===== config.mk =====
export PLATFORM = sky130hd
export DESIGN_NAME = mp2_lane
export DESIGN_NICKNAME = d
export VERILOG_FILES = /design/src/mp2_pkg.sv /design/src/mp2_lane.sv
export SDC_FILE = /design/constraint.sdc
export NUM_CORES = 1
export LEC_CHECK = 0
export BUFFER_PORTS_ARGS = -buffer_cell sky130_fd_sc_hd__buf_2
export CORE_UTILIZATION = 45
export DETAILED_ROUTE_END_ITERATION = 10
export GPL_TIMING_DRIVEN = 0
export PLACE_DENSITY_LB_ADDON = 0.05
export SLEW_MARGIN = 40
export SYNTH_ARGS = -nofsm -noshare
export SYNTH_HDL_FRONTEND = slang
export SYNTH_SLANG_ARGS = --single-unit

===== constraint.sdc =====
create_clock -name vclk -period 4.4
set_clock_uncertainty 0.15 [all_clocks]
set_input_delay 0.44 -clock vclk [all_inputs]
set_output_delay 0.44 -clock vclk [all_outputs]
set_load 0.005 [all_outputs]

===== src/mp2_pkg.sv =====
// ----------------------------------------------------------------------------
// mp2_pkg
// Shared types and constants for the rgb max pooling block.
// ----------------------------------------------------------------------------
`default_nettype none

package mp2_pkg;

  localparam int CHANNELS    = 3;
  localparam int SAMPLE_BITS = 16;
  localparam int MAX_KERNEL  = 8;
  localparam int MAX_WIDTH   = 1024;
  localparam int POS_BITS    = 10;
  localparam int KERN_BITS   = 4;
  localparam int DIM_BITS    = 11;
  localparam int STEP_BITS   = 5;
  localparam int ROW_SEL     = $clog2(MAX_KERNEL);
  localparam int ADDR_BITS   = ROW_SEL + $clog2(MAX_WIDTH);
  localparam int WORD_BITS   = CHANNELS * SAMPLE_BITS;

  typedef logic signed [SAMPLE_BITS-1:0] sample_t;

  typedef logic [1:0] reg_index_t;
  localparam reg_index_t REG_KERNEL = 2'd0;
  localparam reg_index_t REG_STRIDE = 2'd1;
  localparam reg_index_t REG_WIDTH  = 2'd2;
  localparam reg_index_t REG_HEIGHT = 2'd3;

  typedef enum logic [1:0] {
    ST_IDLE,
    ST_READ,
    ST_UPDATE
  } state_t;

  // raster position of the next pixel, with row and column split by stride
  typedef struct packed {
    logic [POS_BITS-1:0]  row;
    logic [POS_BITS-1:0]  col;
    logic [KERN_BITS-1:0] row_phase;
    logic [KERN_BITS-1:0] col_phase;
    logic [POS_BITS-1:0]  row_quot;
    logic [POS_BITS-1:0]  col_quot;
  } pos_t;

endpackage

`default_nettype wire


===== src/mp2_lane.sv =====
// ----------------------------------------------------------------------------
// mp2_lane
// One channel lane: running maximum update for a single sample.
// ----------------------------------------------------------------------------
`default_nettype none

module mp2_lane (
  input  var mp2_pkg::sample_t sample,
  input  var mp2_pkg::sample_t stored,
  input  wire                  first,
  output mp2_pkg::sample_t     result
);

  // the first pixel of a window seeds the maximum
  always_comb begin
    if (first || (sample > stored)) begin
      result = sample;
    end else begin
      result = stored;
    end
  end

endmodule

`default_nettype wire


==> impl_metrics.toml, run 1 <==
[cells_and_area]
diodes = 0
fin_util_pct = 70.16
stdcell_count = 141
nClkBuffers = 0
seq_cells = 0
nNetsFinal = 177
fin_area_sq_um = 947.2
regArea_sq_um = 0
drive_gt1_share_pct = 55.56
area.growth.synth_to_final_pct = 38.64

[power]
p_sw_share_pct = 41.45
p_sw_uw = 42.49
seqPwrFrac_pct = 0
p_int_uw = 60.01
combPwrFrac_pct = 100.0
p_clk_share_pct = 0
power.density_nw_per_um2 = 108.2
p_leak_uw = 0.0005709
ir_worst_vdd_mv = 0.06293

[logic_synthesis]
ys_warn_count = 0
syn-instance-count = 77
synth_xor_xnor_area_share_pct = 0
synth_top_family_by_area = "multiplexers"
synthSimpleGateAreaFrac_pct = 14.84
synth_compound_gate_area_share_pct = 8.974
syn_area_sq_um = 683.2
yosysTopAreaCellShare_pct = 29.30
synth_nets = 126
synth_area_leader_cell = "ha_1"
synth.area.top_cells = "ha_1, mux2_4, mux2_2, inv_1, a21oi_1"
synth.distinct_cells = 20
yosys.area_share.adder_pct = 29.30
yosysSeqAreaShare_pct = 0
synthMuxAreaShare_pct = 35.16
synth_area_per_cell_sq_um = 8.872

[drt]
vias = 704
drt_iter0_markers = 1
wl_met2_um = 720
met1_length_um = 576
drt_wl_total_um = 1368
wl_per_cell_um = 9.702
dr.pass1.iters = 2
viasPerCell = 4.993
post-route-drc-count = 0
wl_met3_um = 71
top_layer = "met3"
postRouteAntennaNets = 0

[timing]
rsz0062_at_grt = "false"
worst_pin_slew_ns = 0.3467
final.period_utilization_pct = 73.80
hold_viol_final = 0
setup_viol = 0
slew_headroom_pct = 76.39
fmax_ghz = 0.3080
tns_ns = 0
slew_viol_final = 0
period_minus_slack_ns = 3.247
setup_ws_ns = 1.153

[floorplanning]
die-area_sq_um = 1678
io-pin-count = 49
die_w_um = 40.97
core_area_sq_um = 1350
fp-row-count = 13
initial_core_util_pct = 50.60
die_y_um = 40.97

[setup_path]
cp-start-kind = "input pin"
crit_path_end_kind = "output port"
cp.arrival_ns = 2.66
worstPathMaxFanout = 10
critical_path_class = "in -> out"
critPathRequiredTime_ns = 3.81

[global_routing]
grt_start_max_net_pins = 11
antenna_found_initial = 0
grt_pass1_vias = 572
grt_pass1_wl_um = 2097
grt-ovfl-total = 0
gr-usage-all-layers_pct = 17.63

[run]
max_cap_viol_count = 0

[placement]
dp_hpwl_um = 1272
portBuffers = 49
place.gp.congestion = 0.6142
dp_slack_ns = 1.122
place_area_sq_um = 947.2
dp_cells = 141

[run_status]
run_status = "completed"

[clock_network]
cts_resized = 0
cts_hold_buf = 0
postCtsSetupBuffers = 0

[hold_path]
worstHoldPathType = "in -> out"
## power by group through the flow
stage | Sequential (uW) | Combinational (uW) | Clock [uW]
2_1_floorplan | 0 | 64.8 | 0
3_3_place_gp | 0 | 101 | 0
3_5_place_dp | 0 | 104 | 0
4_1_cts | 0 | 105 | 0
5_1_grt | 0 | 117 | 0
6_report | 0 | 103 | 0
## cell usage after synthesis
master	instances
a21o_1	1
a21oi_1	5
a311oi_1	1
a31oi_1	1
and4b_1	1
buf_12	1
ha_1	16
inv_1	16
mux2_2	6
mux2_4	10
mux2i_4	1
nand2_1	4
nand3_2	1
nand4_1	2
nand4_2	1
nor2_1	6
nor2b_1	1
nor4_2	1
o21ai_0	1
o221ai_1	1
## critical path, cell delays in order
cell and delay (ns):
buf_2 0.09, inv_1 0.03, ha_1 0.31, nand4_2 0.16
nor4_2 0.32, o21ai_0 0.16, nand3_2 0.13, mux2i_4 0.38
buf_12 0.20, mux2_4 0.30, buf_2 0.12
## kinds of logic after synthesis
| kind of cell | count (synthesis) |
|---|---|
| fa+ha+maj | 16 |
| mux | 17 |
| simple gates | 17 |
| buf+inv | 17 |
| compound gates | 10 |
## worst paths after layout
check,cells past startpoint,startpoint,slack (ns),to
hold / removal,3,stored[10],1.03,result[10]
setup / recovery,11,stored[15],1.15,result[9]
## per-layer routing
layer  vias up  global-route usage [%]
met5         -                       0
met4         0                       0
met3         0                       0
met2        27                   38.28
met1       302                   19.23
li1        375                       -
## stage by stage
stage / hold WS, ns / total power [uW]
floorplan: 0.8510 / 64.78
global placement: 1.033 / 101.5
detailed placement: 1.033 / 104.0
CTS: 1.033 / 104.6
global route: 1.055 / 117.4
finish: 1.032 / 102.5
## final cells by class
cell class | instances | area [sq um]
fillers | 119 | 402.9
plain buffers | 1 | 20.02
repair buffers | 49 | 245.2
inverters | 16 | 60.06
multi-input cells | 60 | 603.1
well taps | 15 | 18.77
## layout by cell type (no fill, tap or decap)
cell,n
a21o_1,1
a21oi_1,5
a311oi_1,1
a31oi_1,1
and4b_1,1
buf_12,1
buf_2,49
ha_1,16
inv_1,16
mux2_2,6
mux2_4,10
mux2i_4,1
nand2_1,4
nand3_2,1
nand4_1,2
nand4_2,1
nor2_1,6
nor2b_1,1
nor4_2,1
o21ai_0,1
o221ai_1,1
Note: power is estimated with default switching activity, not from simulation.
==> run 2: changes to the inputs <==
--- a/config.mk
+++ b/config.mk
@@ -6,7 +6,7 @@
 export NUM_CORES = 1
 export LEC_CHECK = 0
 export BUFFER_PORTS_ARGS = -buffer_cell sky130_fd_sc_hd__buf_2
-export CORE_UTILIZATION = 45
+export CORE_UTILIZATION = 44
 export DETAILED_ROUTE_END_ITERATION = 10
 export GPL_TIMING_DRIVEN = 0
 export PLACE_DENSITY_LB_ADDON = 0.05
==> constraint.sdc (replaced) <==
create_clock -name vclk -period 3
set_clock_uncertainty 0.15 [all_clocks]
set_input_delay 0.3 -clock vclk [all_inputs]
set_output_delay 0.3 -clock vclk [all_outputs]
set_load 0.005 [all_outputs]
==> run 2 against run 1 <==
Effect of this change: critical path depth is the same; first-iteration DRC count is the same; critical path type unchanged; total power grew 55%; worst setup slack worse by 1.0 ns; sequential share of layout area unchanged.
==> impl_metrics.toml, run 2 (synthesized netlist as in run 1, its figures left out) <==
[run_status]
run_status = "completed"

[floorplanning]
core_area_sq_um = 1366
die_w_um = 41.41
die-area_sq_um = 1714
io-pin-count = 49
die_y_um = 41.41
initial_core_util_pct = 50.00
fp-row-count = 13

[setup_path]
crit_family = "simple AND/OR/NAND/NOR gates"
cp-start-kind = "input pin"
worstPathMaxFanout = 10
critical_path_class = "in -> out"
critPathRequiredTime_ns = 2.55
cp_common_cell = "buf_2"
slowest_delay_ns = 0.31
cp_num_buf_inv = 4
crit_chain = "buf_2, inv_1, ha_1, nand4_1, nor4_4, and4b_1, a31oi_1, mux2i_4, buf_12, mux2_4, buf_2"
crit_path_end_kind = "output port"
cp.arrival_ns = 2.40
slowest_stage = "nor4_4"

[power]
ir_worst_vdd_mv = 0.1044
combPwrFrac_pct = 100.0
p_sw_share_pct = 40.37
p_sw_uw = 63.95
p_int_uw = 94.46
p_leak_uw = 0.0005952
seqPwrFrac_pct = 0
p_clk_share_pct = 0
power.density_nw_per_um2 = 161.1
power.total_uw = 158.4

[timing]
setup_viol = 0
final.period_utilization_pct = 95.02
hold_viol_final = 0
fmax_ghz = 0.3508
period_minus_slack_ns = 2.851
worst_pin_slew_ns = 0.2923
tns_ns = 0
rsz0062_at_grt = "false"
holdWs_ns = 0.7542
setup_ws_ns = 0.1495
slew_viol_final = 0
slew_headroom_pct = 80.38

[global_routing]
grt_pass1_vias = 616
grt-ovfl-total = 0
grt_pass1_wl_um = 2318
antenna_found_initial = 0
grt_start_max_net_pins = 11
gr-usage-all-layers_pct = 15.71

[cells_and_area]
area.growth.synth_to_final_pct = 43.96
fill_cells = 127
nClkBuffers = 0
stdcell_count = 143
layout_commonest_cell = "buf_2"
diodes = 0
regArea_sq_um = 0
final_cell_mix = "buf_2, inv_1, ha_1"
seq_cells = 0
nNetsFinal = 179
drive_gt1_share_pct = 56.25

[placement]
dp_hpwl_um = 1179
portBuffers = 49
dp_slack_ns = -0.03972
dp_cells = 141
place.gp.congestion = 0.6756

[drt]
drt_wl_total_um = 1310
top_layer = "met3"
wl_per_cell_um = 9.161
postRouteAntennaNets = 0
viasPerCell = 4.923
met1_length_um = 535
wl_met3_um = 95
dr.pass1.iters = 2
vias = 704
wl_met2_um = 678
post-route-drc-count = 0
drt_iter0_markers = 1

[hold_path]
worstHoldPathType = "in -> out"

[run]
max_cap_viol_count = 0
==> run 2: final timing paths <==
| check | from | to | slack [ns] | cells past startpoint |
|---|---|---|---|---|
| max | stored[11] | result[14] | 0.15 | 11 |
| min | stored[9] | result[9] | 0.75 | 3 |
==> run 2: stage by stage <==
stage | util (%) | area [sq um]
3_5_place_dp | 69.32 | 947.2
2_1_floorplan | - | 683.2
6_report | 71.98 | 983.4
4_1_cts | 71.34 | 974.7
5_1_grt | 71.98 | 983.4
3_3_place_gp | 69.32 | 947.2
==> run 2: layout make-up <==
class / count / area, sq um / area share (%)
Buffer: 1 / 20.02 / 2.036
Inverter: 16 / 60.06 / 6.107
Multi-Input combinational cell: 60 / 611.8 / 62.21
Tap cell: 15 / 18.77 / 1.908
Timing Repair Buffer: 51 / 272.8 / 27.74
==> run 2: repair_timing <==
item	4_1_cts	5_1_grt
hold buffers	0	0
gates resized for setup	0	2
endpoints found under the setup margin	10	16
pin swaps	0	1
buffers inserted	2	0
==> run 2: metal layers <==
metal  GRT usage (%)  vias to the layer above
met5               0                        -
met4               0                        0
met3           1.304                        0
met2           33.75                       25
met1           16.88                      304
li1                -                      375
==> run 2: power by group through the flow <==
stage / sequential [uW] / clock, uW / combinational, uW
final: 0 / 0 / 158
after CTS: 0 / 0 / 159
after global placement: 0 / 0 / 149
after global routing: 0 / 0 / 177
after detailed placement: 0 / 0 / 151
after floorplan: 0 / 0 / 95.0
==> run 2: tightest hold or removal path: stages <==
cell and delay, ns:
buf_2 0.09, mux2_4 0.12, buf_2 0.10
==> run 3: changes to the inputs <==
--- a/config.mk
+++ b/config.mk
@@ -9,7 +9,8 @@
 export CORE_UTILIZATION = 44
 export DETAILED_ROUTE_END_ITERATION = 10
 export GPL_TIMING_DRIVEN = 0
-export PLACE_DENSITY_LB_ADDON = 0.05
+export PLACE_DENSITY_LB_ADDON = 0.3
+export SETUP_SLACK_MARGIN = 0.5
 export SLEW_MARGIN = 40
 export SYNTH_ARGS = -nofsm -noshare
 export SYNTH_HDL_FRONTEND = slang
==> run 3 against run 2 <==
Effect of this change: the run now fails in global routing (5_1_grt); synthesized cell count stayed put; synthesized area unchanged.
==> impl_metrics.toml, run 3 <==
[run_status]
run_status = "did not finish"
lastStage = "global routing (5_1_grt)"
error_message = "[ERROR DPL-0038] Utilization greater than 100%, impossible to legalize"

[logic_synthesis]
synthMuxAreaShare_pct = 35.16
synth_top_family_by_area = "multiplexers"
synth_compound_gate_area_share_pct = 8.974
synth.area.top_cells = "ha_1, mux2_4, mux2_2, inv_1, a21oi_1"
synth_area_leader_cell = "ha_1"
ys_warn_count = 0
synth.distinct_cells = 20
syn-instance-count = 77
yosys.area_share.adder_pct = 29.30
synthSimpleGateAreaFrac_pct = 14.84
synthTopCellsByCount = "ha_1, inv_1, mux2_4, mux2_2, nor2_1"
synth_xor_xnor_area_share_pct = 0
yosysTopAreaCellShare_pct = 29.30
synth_area_per_cell_sq_um = 8.872
synth_nets = 126
syn_area_sq_um = 683.2
yosysSeqAreaShare_pct = 0

[placement]
place.gp.congestion = 0.7286
portBuffers = 49
dp_hpwl_um = 1300

[clock_network]
cts_hold_buf = 0

[floorplanning]
fp-row-count = 13
io-pin-count = 49
die_y_um = 41.41
initial_core_util_pct = 50.00
die_w_um = 41.41

[global_routing]
grt_start_max_net_pins = 6

[timing]
endpoint_type = "primary output"
worst_endpoint = "result[8]"
==> run 3: cell counts after synthesis <==
Identical to the previous run, type by type.
==> run 3: per-stage QoR <==
| stage | instance area (sq um) | setup WS [ns] | std cells | hold WS (ns) |
|---|---|---|---|---|
| after floorplan | 683.2 | 0.5112 | 77 | 0.5710 |
| after global placement | 947.2 | 0.1229 | 141 | 0.7538 |
| after detailed placement | 947.2 | 0.08695 | 141 | 0.7571 |
| after CTS | 1271 | 0.2051 | 151 | 0.7378 |
==> run 3: cells by family after synthesis <==
| kind of cell | Yosys count |
|---|---|
| mux | 17 |
| simple gates | 17 |
| buf+inv | 17 |
| fa+ha+maj | 16 |
| compound gates | 10 |
==> run 3: what timing repair did <==
item / 4_1_cts
endpoints found under the setup margin: 16
pin swaps: 8
cloned: 1
gates resized for setup: 47
buffers inserted: 9
==> run 4: changes to the inputs <==
--- a/config.mk
+++ b/config.mk
@@ -6,11 +6,11 @@
 export NUM_CORES = 1
 export LEC_CHECK = 0
 export BUFFER_PORTS_ARGS = -buffer_cell sky130_fd_sc_hd__buf_2
-export CORE_UTILIZATION = 44
+export CORE_AREA = 2 2 63 65
 export DETAILED_ROUTE_END_ITERATION = 10
+export DIE_AREA = 0 0 65 67
 export GPL_TIMING_DRIVEN = 0
-export PLACE_DENSITY_LB_ADDON = 0.3
-export SETUP_SLACK_MARGIN = 0.5
+export PLACE_DENSITY_LB_ADDON = 0.15
 export SLEW_MARGIN = 40
 export SYNTH_ARGS = -nofsm -noshare
 export SYNTH_HDL_FRONTEND = slang
==> run 4 against run 3 <==
Effect of this change: the run now ends clean.
==> impl_metrics.toml, run 4 (synthesized netlist as in run 1, its figures left out) <==
[run_status]
run_status = "completed"

[timing]
final.period_utilization_pct = 95.80
hold_viol_final = 0
rsz0062_at_grt = "true"
period_minus_slack_ns = 2.874
tns_ns = 0
setup_viol = 0
slew_viol_final = 0
slew_headroom_pct = 78.04
worst_pin_slew_ns = 0.3226
fmax_ghz = 0.3480

[setup_path]
crit_chain = "buf_8, inv_4, ha_4, nand4_1, nor4_4, and4b_1, a31oi_2, mux2i_4, clkbuf_16, mux2_4, buf_6"
crit_cells = 11
critPathRequiredTime_ns = 2.55
critical_path_class = "in -> out"
endpoint = "result[5]"
slowest_delay_ns = 0.31
slowest_stage = "nor4_4"
crit_family = "simple AND/OR/NAND/NOR gates"
worstPathMaxFanout = 5
cp_num_buf_inv = 4
cp-start-kind = "input pin"
critPathLaunch = "stored[9]"
cp.arrival_ns = 2.42
crit_path_end_kind = "output port"

[floorplanning]
fp-row-count = 22
io-pin-count = 49
core_area_sq_um = 3606
die-area_sq_um = 4355
die_w_um = 65
die_y_um = 67
initial_core_util_pct = 18.95

[drt]
drt_iter0_markers = 4
vias = 742
post-route-drc-count = 0
drt_wl_total_um = 1955
postRouteAntennaNets = 0
dr.pass1.iters = 2
wl_per_cell_um = 10.86
viasPerCell = 4.122

[placement]
place.gp.congestion = 0.6620
portBuffers = 49
place_area_sq_um = 988.4
dp_hpwl_um = 1475

[cells_and_area]
layout_commonest_cell = "buf_2"
area.growth.synth_to_final_pct = 90.29
final_cell_mix = "buf_2, buf_6, mux2_4"
fin_util_pct = 36.05
multiInputGateArea_sq_um = 723.2
regArea_sq_um = 0
drive_gt1_share_pct = 71.21
nClkBuffers = 0
diodes = 0
fin_area_sq_um = 1300
nNetsFinal = 183
fill_cells = 390
seq_cells = 0

[run]
max_cap_viol_count = 0

[hold_path]
worstHoldPathType = "in -> out"
hold_path_startpoint = "stored[10]"

[global_routing]
grt_pass1_vias = 668
grt_pass1_wl_um = 2773
grt_start_max_net_pins = 11
antenna_found_initial = 0
gr-usage-all-layers_pct = 7.709
grt-ovfl-total = 0

[power]
ir_worst_vdd_mv = 0.05232
power.density_nw_per_um2 = 164.8
power.total_uw = 214.2
p_leak_uw = 0.0006513

[clock_network]
cts_hold_buf = 0
run 4: worst min-delay path by stage:
stage                       endpoint  slack (ns)  depth (start not counted)
final                     result[10]        0.74                          3
after global routing      result[10]        0.74                          3
after CTS                  result[5]        0.76                          3
after detailed placement  result[11]        0.76                          3
after global placement     result[2]        0.76                          3
after floorplan           result[10]        0.57                          1
run 4: timing repair:
action                                  4_1_cts  5_1_grt
endpoints found under the hold margin         0        0
endpoints found under the setup margin       10       16
resized for setup                             0       48
gates cloned                                  0        1
setup buffers                                 3        2
pin swaps                                     0        9
run 4: cell type report:
type	count	share of cell area (%)
repair buffers	55	33.01
inverters	16	5.197
well taps	48	4.620
plain buffers	1	1.540
multi-input cells	60	55.63
run 4: layer usage:
| layer | part of all wire (%) | track usage [%] |
|---|---|---|
| met4 | 0 | 0 |
| met1 | 43 | 9.810 |
| met3 | 3.7 | 0.1689 |
| met5 | 0 | 0 |
| met2 | 53 | 15.21 |
run 4: power breakdown:
group          leakage, uW  switching (uW)  internal [uW]
logic             0.000651            82.5            132
registers                0               0              0
clock network            0               0              0
run 4: metrics by stage:
step	worst slack [ns]	cells	hold slack [ns]
final	0.1261	180	0.7354
after global routing	-0.02748	180	0.7420
after floorplan	0.4231	77	0.5710
after CTS	0.006884	177	0.7592
after global placement	-0.07600	174	0.7563
after detailed placement	-0.1176	174	0.7595
