File: src/mp2_pkg.sv
// ----------------------------------------------------------------------------
// mp2_pkg
// Shared types and constants for the rgb max pooling block.
// ----------------------------------------------------------------------------
`default_nettype none

package mp2_pkg;

  localparam int CHANNELS    = 3;
  localparam int SAMPLE_BITS = 16;
  localparam int MAX_KERNEL  = 8;
  localparam int MAX_WIDTH   = 1024;
  localparam int POS_BITS    = 10;
  localparam int KERN_BITS   = 4;
  localparam int DIM_BITS    = 11;
  localparam int STEP_BITS   = 5;
  localparam int ROW_SEL     = $clog2(MAX_KERNEL);
  localparam int ADDR_BITS   = ROW_SEL + $clog2(MAX_WIDTH);
  localparam int WORD_BITS   = CHANNELS * SAMPLE_BITS;

  typedef logic signed [SAMPLE_BITS-1:0] sample_t;

  typedef logic [1:0] reg_index_t;
  localparam reg_index_t REG_KERNEL = 2'd0;
  localparam reg_index_t REG_STRIDE = 2'd1;
  localparam reg_index_t REG_WIDTH  = 2'd2;
  localparam reg_index_t REG_HEIGHT = 2'd3;

  typedef enum logic [1:0] {
    ST_IDLE,
    ST_READ,
    ST_UPDATE
  } state_t;

  // raster position of the next pixel, with row and column split by stride
  typedef struct packed {
    logic [POS_BITS-1:0]  row;
    logic [POS_BITS-1:0]  col;
    logic [KERN_BITS-1:0] row_phase;
    logic [KERN_BITS-1:0] col_phase;
    logic [POS_BITS-1:0]  row_quot;
    logic [POS_BITS-1:0]  col_quot;
  } pos_t;

endpackage

`default_nettype wire

File: src/mp2_pos.sv
// ----------------------------------------------------------------------------
// mp2_pos
// Raster position tracker: row, column and their stride phase and quotient.
// ----------------------------------------------------------------------------
`default_nettype none

module mp2_pos (
  input  wire                              clk,
  input  wire                              rst,
  input  wire                              restart,
  input  wire                              advance,
  input  wire [mp2_pkg::KERN_BITS-1:0]     stride,
  input  wire [mp2_pkg::DIM_BITS-1:0]      width,
  input  wire [mp2_pkg::DIM_BITS-1:0]      height,
  output mp2_pkg::pos_t                    pos
);

  logic [mp2_pkg::DIM_BITS-1:0]  col_inc;
  logic [mp2_pkg::DIM_BITS-1:0]  row_inc;
  logic [mp2_pkg::STEP_BITS-1:0] col_ph_inc;
  logic [mp2_pkg::STEP_BITS-1:0] row_ph_inc;
  logic                          col_wrap;
  logic                          row_wrap;
  logic                          col_ph_wrap;
  logic                          row_ph_wrap;

  assign col_inc     = {1'b0, pos.col} + 11'd1;
  assign row_inc     = {1'b0, pos.row} + 11'd1;
  assign col_ph_inc  = {1'b0, pos.col_phase} + 5'd1;
  assign row_ph_inc  = {1'b0, pos.row_phase} + 5'd1;
  assign col_wrap    = (col_inc >= width);
  assign row_wrap    = (row_inc >= height);
  assign col_ph_wrap = (col_ph_inc == {1'b0, stride});
  assign row_ph_wrap = (row_ph_inc == {1'b0, stride});

  always_ff @(posedge clk) begin
    if (rst || restart) begin
      pos <= '0;
    end else if (advance) begin
      if (!col_wrap) begin
        pos.col <= col_inc[mp2_pkg::POS_BITS-1:0];
        if (col_ph_wrap) begin
          pos.col_phase <= '0;
          pos.col_quot  <= pos.col_quot + 10'd1;
        end else begin
          pos.col_phase <= col_ph_inc[mp2_pkg::KERN_BITS-1:0];
        end
      end else begin
        pos.col       <= '0;
        pos.col_phase <= '0;
        pos.col_quot  <= '0;
        if (row_wrap) begin
          pos.row       <= '0;
          pos.row_phase <= '0;
          pos.row_quot  <= '0;
        end else begin
          pos.row <= row_inc[mp2_pkg::POS_BITS-1:0];
          if (row_ph_wrap) begin
            pos.row_phase <= '0;
            pos.row_quot  <= pos.row_quot + 10'd1;
          end else begin
            pos.row_phase <= row_ph_inc[mp2_pkg::KERN_BITS-1:0];
          end
        end
      end
    end
  end

endmodule

`default_nettype wire

File: config.mk
export PLATFORM = sky130hd
export DESIGN_NAME = mp2_pos
export DESIGN_NICKNAME = d
export VERILOG_FILES = /design/src/mp2_pkg.sv /design/src/mp2_pos.sv
export SDC_FILE = /design/constraint.sdc
export NUM_CORES = 1
export LEC_CHECK = 0
export BUFFER_PORTS_ARGS = -buffer_cell sky130_fd_sc_hd__clkbuf_2
export CORE_MARGIN = 3
export CORE_UTILIZATION = 56
export CTS_BUF_LIST = sky130_fd_sc_hd__clkbuf_4 sky130_fd_sc_hd__clkbuf_8
export CTS_CLUSTER_DIAMETER = 60
export DETAILED_ROUTE_END_ITERATION = 10
export PLACE_DENSITY = 0.83
export SKIP_CTS_REPAIR_TIMING = 1
export SLEW_MARGIN = 20
export SYNTH_ARGS = -nofsm -noshare
export SYNTH_HDL_FRONTEND = slang
export SYNTH_SLANG_ARGS = --single-unit
File: constraint.sdc
create_clock -name clk -period 3.3 [get_ports clk]
set_input_delay 0.825 -clock clk [delete_from_list [all_inputs] [get_ports clk]]
set_output_delay 0.825 -clock clk [all_outputs]
set_load 0.02 [all_outputs]
==> results of run 1 <==
## path summary, 6_finish.rpt
check,cells after the start,start,endpoint,slack (ps)
setup reg to reg,12,pos[38],pos[18],160
hold / removal,2,pos[9],pos[9],500
setup / recovery,12,pos[38],pos[18],160
hold reg to reg,2,pos[9],pos[9],500
## stage by stage
| stage | utilization [%] | hold WS, ps |
|---|---|---|
| floorplan | - | 544 |
| global placement | 70.0 | 479 |
| detailed placement | 70.0 | 487 |
| CTS | 72.3 | 500 |
| global route | 72.6 | 509 |
| finish | 72.6 | 501 |
## critical path: stages, from the launching register on
cell and delay [ps]:
dfxtp_2 390, ha_1 240, and3_1 210, nand2_1 80, nor2_1 140, xor2_1 230, ha_1 280, a211o_1 300
o211ai_1 90, o211ai_1 170, or2_2 360, or4_1 470, o21ai_0 90
## layer usage
| layer | GRT usage, % | part of all wire, % |
|---|---|---|
| met1 | 31.5 | 44 |
| met3 | 3.84 | 6.1 |
| met2 | 44.4 | 49 |
| met4 | 7.64 | 1.1 |
| met5 | 0 | 0 |
## cell usage in the layout (no fill, tap or decap), types with 2 or more instances in the layout
| master | synthesis | layout |
|---|---|---|
| nor3b_1 | 3 | 3 |
| or3_1 | 7 | 6 |
| nor4_1 | 3 | 3 |
| a32o_1 | 9 | 9 |
| nand2_1 | 30 | 30 |
| a21oi_1 | 20 | 20 |
| inv_1 | 33 | 33 |
| o31ai_1 | 2 | 2 |
| or3_4 | 1 | 2 |
| or4_1 | 8 | 8 |
| and4_1 | 2 | 2 |
| nand2b_1 | 3 | 3 |
| o2bb2ai_1 | 2 | 2 |
| o21ai_0 | 34 | 33 |
| nand4_1 | 10 | 10 |
| o41ai_1 | 2 | 2 |
| mux2i_1 | 2 | 2 |
| clkbuf_2 | 0 | 77 |
| dfxtp_1 | 48 | 47 |
| a211oi_1 | 7 | 7 |
| nor2_1 | 25 | 25 |
| ha_1 | 28 | 27 |
| clkbuf_8 | 0 | 6 |
| and3_1 | 13 | 13 |
| xnor2_1 | 14 | 14 |
| o211ai_1 | 3 | 3 |
| buf_4 | 0 | 14 |
| xor2_1 | 19 | 19 |
| or2_2 | 4 | 4 |
| nor3_1 | 9 | 9 |
| nand3_1 | 23 | 22 |
## logic make-up (layout without fill, tap and decap cells)
logic type,count (synthesis),after routing,share of synthesized area [%]
adder cells (fa/ha/maj),28,28,10.9
multiplexers,2,2,0.625
AND/OR/NAND/NOR,149,149,25.0
AO/OA/AOI/OAI,90,90,18.2
XOR/XNOR,33,33,9.03
flip-flops,48,48,30.0
buffers and inverters,48,133,6.17
## power groups by stage
stage	sequential (mW)	combinational, mW	clock (mW)
floorplan	0.601	0.0726	0
global placement	0.597	0.121	0
detailed placement	0.597	0.125	0
CTS	0.584	0.126	0.467
global route	0.585	0.142	0.490
finish	0.584	0.127	0.460
## final cells by class
type	count	area (µm²)	share of cell area, %
inverters	34	128	3.32
flip-flops and latches	48	962	25.0
multi-input cells	302	2060	53.5
clock buffers	6	82.6	2.15
clock inverters	2	38.8	1.01
repair buffers	91	490	12.7
well taps	70	87.6	2.28
==> metrics.md, run 1 <==
| Metric | Value |
|---|---|
| Outcome | completed |
| Max cap viols | 0 |
| Leak | 1.79 nW |
| Asr flop ratio synth | 0% |
| Number of global-route vias before repair | 2955 |
| Global route overflow | 0 |
| Post-synthesis register bit count | 48 |
| Fmax | 319 MHz |
| # setup viols final | 0 |
| Top reg by flops | pos |
| Post-synth top area share | 30.0% |
| DR pass1 iterations | 5 |
| Largest regs | pos x48 |
| Max reg flops | 48 |
| Post-route setup TNS | 0 ps |
| Wirelength per Cell | 14.7 µm |
| CP Data Arrival Time | 3380 ps |
| Setup ws final | 162 ps |
| Share of layout cells above drive strength 1 | 23.6% |
| Clock sink total | 48 |
| Pint | 882 µW |
| Final std cells w/o fill | 553 |
| Final Wtd Congestion | 0.910 |
| Buffers on Ports | 77 |
| CTS tree | yes |
| Clock Latency Late Sink | 310 ps |
| CP required | 3540 ps |
| DRC Markers | 0 |
| Max-slew violation count | 0 |
| Number of CTS-inserted buffers | 5 |
| DPL Wire Length | 6100 µm |
| Post-synth EDFFs | 0 |
| DRT Wirelength | 8140 µm |
| Ys Warns | 0 |
| RSZ-0062 raised after global routing | no |
| CTS H-tree lvls | 2 |
| Synthesized Nets | 456 |
| CTS Buffer Depth | 2 |
| Final hold violations | 0 |
| Max VDD drop | 300 µV |
| Vias | 3286 |
| P_sw | 289 µW |
| Synth top area cells | dfxtp_1 (30%), ha_1 (11%), o21ai_0 (5.3%) |
| Crit Path Max Fanout | 6 |
| Hold WC Path Type | register to register |
| Crit. End Element | register |
| Worst setup SP type | register |
| Final Power | 1.17 mW |
| Actual slew at the worst max-slew pin | 531 ps |
| Initial Util | 60.4% |
| Synth unique cells | 52 |
| Place WS | 84.5 ps |
| Post-synth top area cell | dfxtp_1 |
| Synth Flop Type | dfxtp_1 |
| Synth-to-layout area growth | 20.2% |
| Synthesized area | 3200 µm² |
| Gr usage total | 25.2% |
| CTS Root Cell | clkbuf_8 |
| Final instance area | 3850 µm² |
| Detail-routed via count per cell | 5.94 |
| Skew final | 9.08 ps |
| Die width | 81.6 µm |
| Setup Crit Path Kind | register to register |
| Die area | 6660 µm² |
| Commonest cells post-synth | dfxtp_1 (48), o21ai_0 (34), inv_1 (33), nand2_1 (30), ha_1 (28) |
| Syn Inst Count | 398 |
| Clk pin slew, worst setup/hold paths | 100 ps |
| Clock Power Share | 39.3% |
| Post-synthesis area per instance | 8.04 µm² |
| Largest net degree at the start of global routing | 22 |
| Comb power frac | 10.9% |
| Fin nets | 540 |
| Number of instances in the placed design | 545 |
| I/O pin count | 78 |
| Starting DRT DRC Count | 232 |
| DIE HEIGHT | 81.6 µm |
| Initial antenna violation count | 0 |
| Worst slew margin | 64.5% |
| Sw Ratio | 24.7% |
| Core area | 5300 µm² |
| Period minus WS final | 3140 ps |
| N_diodes | 0 |
| Final worst path period share | 95.1% |
| Final ANT Viol Nets | 0 |
| Sequential share of power | 49.8% |
| Row count | 26 |
| Power Dens Cells | 304 nW/µm² |
| Most common cell in the netlist | dfxtp_1 |
| Post-synthesis sequential area ratio | 30.0% |
| Fillers | 427 |
| Placed cell areas | 3710 µm² |
| First-pass GRT wire length | 13300 µm |
Note: power is estimated with default switching activity, not from simulation.
==> run 2, diff against run 1 <==
--- a/config.mk
+++ b/config.mk
@@ -5,7 +5,10 @@
 export SDC_FILE = /design/constraint.sdc
 export NUM_CORES = 1
 export LEC_CHECK = 0
+export ABC_AREA = 0
 export BUFFER_PORTS_ARGS = -buffer_cell sky130_fd_sc_hd__clkbuf_2
+export CAP_MARGIN = 20
+export CORE_ASPECT_RATIO = 1.75
 export CORE_MARGIN = 3
 export CORE_UTILIZATION = 56
 export CTS_BUF_LIST = sky130_fd_sc_hd__clkbuf_4 sky130_fd_sc_hd__clkbuf_8
==> metrics.md, run 2 (synthesis gave the netlist of run 1 again) <==
| Metric | Value |
|---|---|
| Outcome | completed |
| CP Data Arrival Time | 3300 ps |
| Detail-routed via count per cell | 5.81 |
| RSZ-0062 raised after global routing | no |
| Number of CTS-inserted buffers | 5 |
| Hold WC Path Type | register to register |
| Reg2Reg Setup Slack | 240 ps |
| Final Wtd Congestion | 0.883 |
| Final hold violations | 0 |
| Setup Crit Path Kind | register to register |
| Worst hold margin | 497 ps |
| Final Power | 1.14 mW |
| Cells on worst reg2reg path | 11 |
| Max reg flops | 48 |
| Crit. End Element | register |
| N_diodes | 0 |
| DRC Markers | 0 |
| Fillers | 453 |
| Actual slew at the worst max-slew pin | 508 ps |
| Initial Util | 59.4% |
| Worst setup startpoint | pos[29] |
| Max cap viols | 0 |
| Core area | 5390 µm² |
| CTS tree | yes |
| Final ANT Viol Nets | 0 |
| Worst slew margin | 65.3% |
| Largest net degree at the start of global routing | 22 |
| Worst Setup EP | pos[3] |
| CTS Buffer Depth | 2 |
| Synth-to-layout area growth | 20.5% |
| Hold Path Cell Cnt | 2 |
| Clock sink total | 48 |
| Max-slew violation count | 0 |
| CP required | 3540 ps |
| Power Dens Cells | 296 nW/µm² |
| Vias | 3241 |
| Clock Latency Late Sink | 310 ps |
| CTS Root Cell | clkbuf_8 |
| Fin nets | 541 |
| Most common cell after layout, fill and taps aside | clkbuf_2 |
| Final worst path period share | 92.8% |
| Share of layout cells above drive strength 1 | 24.6% |
| Worst setup SP type | register |
| Most frequent cells in the layout | clkbuf_2 (77), dfxtp_1 (45), inv_1 (33), o21ai_0 (33), nand2_1 (30) |
| CTS H-tree lvls | 2 |
| Post-route setup TNS | 0 ps |
| Buffers on Ports | 77 |
| Starting DRT DRC Count | 212 |
| FF-to-FF End | pos[3] |
| Gr usage total | 24.7% |
| Skew final | 8.88 ps |
| DR pass1 iterations | 5 |
| Die area | 6700 µm² |
| Worst flop-to-flop path startpoint | pos[29] |
| DPL Wire Length | 6340 µm |
| Largest regs | pos x48 |
| Die width | 63.2 µm |
| Wirelength per Cell | 14.8 µm |
| Global route overflow | 0 |
| Clk pin slew, worst setup/hold paths | 100 ps |
| Initial antenna violation count | 0 |
| DIE HEIGHT | 106 µm |
| Leak | 1.79 nW |
| Fmax | 327 MHz |
| Crit Path Max Fanout | 8 |
| Row count | 35 |
| Period minus WS final | 3060 ps |
| Max VDD drop | 296 µV |
| # setup viols final | 0 |
| Top reg by flops | pos |
| I/O pin count | 78 |
| Number of global-route vias before repair | 3091 |
| DRT Wirelength | 8260 µm |
| First-pass GRT wire length | 13700 µm |
[run 2: layout make-up]
class / count / area [µm²] / share of cell area, %
clock inverters: 3 / 42.5 / 1.10
flip-flops and latches: 48 / 965 / 25.0
repair buffers: 92 / 498 / 12.9
inverters: 34 / 128 / 3.31
well taps: 74 / 92.6 / 2.40
clock buffers: 5 / 68.8 / 1.78
multi-input cells: 302 / 2060 / 53.5
[run 2: how the worst min path moves through the flow]
stage / from / endpoint
after floorplan: pos[19] / pos[19]
after global placement: pos[9] / pos[9]
after detailed placement: pos[47] / pos[47]
after CTS: pos[9] / pos[9]
after global routing: pos[39] / pos[39]
final: pos[19] / pos[19]
[run 2: where the power goes]
group / leakage [nW] / switching, mW / internal (mW)
logic: 1.35 / 0.0723 / 0.0527
registers: 0.388 / 0.00268 / 0.581
clock network: 0.0541 / 0.210 / 0.225
[run 2: through the flow]
| step | area (µm²) | utilization, % | worst slack, ps | instances |
|---|---|---|---|---|
| finish | 3860 | 71.6 | 237 | 558 |
| global route | 3860 | 71.6 | 17.5 | 558 |
| global placement | 3720 | 69.1 | 215 | 550 |
| detailed placement | 3720 | 69.1 | 102 | 550 |
| CTS | 3830 | 71.2 | 68.9 | 558 |
| floorplan | 3200 | - | 143 | 398 |
[run 2: critical path: stages (launching register included)]
cell and delay [ps]:
dfxtp_2 360, ha_2 210, nand3_2 130, nor2_1 140, xor2_1 170, ha_1 280, a21oi_1 200, a21oi_1 120
or3_4 420, or3_4 360, or4_1 480, a21oi_1 150
[run 2: per-layer routing]
layer / vias to the layer above / routed length (µm) / global-route usage (%)
met1: 1478 / 3150 / 26.9
met3: 22 / 430 / 3.59
li1: 1614 / - / -
met4: 0 / 221 / 9.32
met2: 127 / 4470 / 46.9
met5: - / 0 / 0
==> run 3, diff against run 2 <==
--- a/config.mk
+++ b/config.mk
@@ -8,13 +8,15 @@
 export ABC_AREA = 0
 export BUFFER_PORTS_ARGS = -buffer_cell sky130_fd_sc_hd__clkbuf_2
 export CAP_MARGIN = 20
+export CELL_PAD_IN_SITES_DETAIL_PLACEMENT = 0
+export CELL_PAD_IN_SITES_GLOBAL_PLACEMENT = 1
 export CORE_ASPECT_RATIO = 1.75
 export CORE_MARGIN = 3
-export CORE_UTILIZATION = 56
+export CORE_UTILIZATION = 40
 export CTS_BUF_LIST = sky130_fd_sc_hd__clkbuf_4 sky130_fd_sc_hd__clkbuf_8
 export CTS_CLUSTER_DIAMETER = 60
 export DETAILED_ROUTE_END_ITERATION = 10
-export PLACE_DENSITY = 0.83
+export PLACE_DENSITY_LB_ADDON = 0.1
 export SKIP_CTS_REPAIR_TIMING = 1
 export SLEW_MARGIN = 20
 export SYNTH_ARGS = -nofsm -noshare
==> metrics.md, run 3 (synthesis gave the netlist of run 1 again) <==
| Metric | Value |
|---|---|
| Outcome | completed |
| Global route overflow | 0 |
| Die width | 73.6 µm |
| Worst setup SP type | register |
| # setup viols final | 0 |
| DIE HEIGHT | 124 µm |
| Final ANT Viol Nets | 0 |
| Skew final | 7.43 ps |
| Final worst path period share | 94.2% |
| Fmax | 322 MHz |
| I/O pin count | 78 |
| Fin util | 51.0% |
| Initial antenna violation count | 0 |
| Cell breakdown of the critical path | ha_2 -> nand3_2 -> nor2_1 -> xor2_1 -> ha_1 -> a21oi_1 -> a21oi_1 -> or3_4 -> or3_4 -> or4_1 -> a21oi_1 |
| Crit Path Max Fanout | 8 |
| Vias | 3186 |
| Gr usage total | 20.6% |
| Initial Util | 41.7% |
| Max cap viols | 0 |
| Period minus WS final | 3110 ps |
| Final std cells w/o fill | 575 |
| CTS tree | yes |
| Number of CTS-inserted buffers | 5 |
| Row count | 42 |
| Starting DRT DRC Count | 204 |
| Critical Path Most Common Cell | a21oi_1 |
| CTS Buffer Depth | 2 |
| Fin nets | 544 |
| CP required | 3550 ps |
| Max VDD drop | 170 µV |
| Number of instances in the placed design | 566 |
| DRC Markers | 0 |
| Largest net degree at the start of global routing | 22 |
| Detail-routed via count per cell | 5.54 |
| First-pass GRT wire length | 15100 µm |
| Die area | 9160 µm² |
| CP max stage delay | 480 ps |
| Storage element area | 961 µm² |
| Crit. End Element | register |
| Worst slew margin | 62.6% |
| DR pass1 iterations | 4 |
| Top reg by flops | pos |
| N_diodes | 0 |
| CP Data Arrival Time | 3360 ps |
| Number of global-route vias before repair | 3119 |
| Final Power | 1.16 mW |
| Final Wtd Congestion | 0.842 |
| Fillers | 828 |
| Clock Latency Late Sink | 310 ps |
| CTS Root Cell | clkbuf_8 |
| Worst Path Buf+Inv | 0 |
| Leak | 1.81 nW |
| DPL Wire Length | 7120 µm |
| Final hold violations | 0 |
| Clock sink total | 48 |
| Clk pin slew, worst setup/hold paths | 100 ps |
| Wirelength per Cell | 15.7 µm |
| Most frequent cells in the layout | clkbuf_2 (77), dfxtp_1 (48), inv_1 (33), o21ai_0 (33), nand2_1 (30) |
| DRT Wirelength | 9060 µm |
| Synth-to-layout area growth | 22.2% |
| Slowest-stage cell, CP | or4_1 |
| Share of layout cells above drive strength 1 | 24.6% |
| Setup Crit Path Kind | register to register |
| Max reg flops | 48 |
| Actual slew at the worst max-slew pin | 546 ps |
| Delay-heaviest family, CP | simple AND/OR/NAND/NOR gates |
| Most common cell after layout, fill and taps aside | clkbuf_2 |
| Core area | 7670 µm² |
| Power Dens Cells | 296 nW/µm² |
| Max-slew violation count | 0 |
| Post-route setup TNS | 0 ps |
| Largest regs | pos x48 |
| Buffers on Ports | 77 |
| CTS H-tree lvls | 2 |
| Multi-input gate area | 2070 µm² |
| Hold WC Path Type | register to register |
## run 3: cell types whose count changed in the layout (fill, tap and decap cells not counted), sizes merged
cell / delta
buf: +3
clkbuf: +1
clkinvlp: -1
## run 3: worst paths after layout
check,slack [ps],start,depth (start not counted),endpoint
worst max-delay path,190,pos[29],11,pos[9]
worst min-delay path,510,pos[21],2,pos[21]
worst max register to register,190,pos[29],11,pos[9]
worst min register to register,510,pos[21],2,pos[21]
## run 3: power by group
part	internal (mW)	total [mW]	leakage [nW]	switching (mW)
registers	0.581	0.584	0.387	0.00268
clock network	0.234	0.440	0.0586	0.206
logic	0.0567	0.132	1.37	0.0757
total	0.871	1.16	1.81	0.285
## run 3: tightest hold or removal path, stage by stage (launching register included)
cell     delay [ps]
dfxtp_1         350
nand2_1          70
a21oi_1          50
## run 3: layout make-up
class                   instances  share of cell area (%)
repair buffers                 95                    13.6
well taps                      88                    2.82
flip-flops and latches         48                    24.6
multi-input cells             302                    52.9
clock inverters                 2                   0.896
inverters                      34                    3.26
clock buffers                   6                    1.95
## run 3: stage by stage
step                      hold WS [ps]  area (µm²)  worst slack [ps]
after floorplan                    544        3200               143
after global placement             481        3770               109
after detailed placement           491        3770              30.3
after CTS                          506        3880              4.38
after global routing               531        3910             -15.2
final                              505        3910               193
## run 3: routing by layer
| layer | vias to the layer above | global-route usage (%) | part of all wire, % |
|---|---|---|---|
| li1 | 1620 | - | - |
| met1 | 1490 | 22.9 | 39 |
| met2 | 68 | 37.9 | 56 |
| met3 | 8 | 2.75 | 3.8 |
| met4 | 0 | 7.58 | 1.3 |
| met5 | - | 0 | 0 |
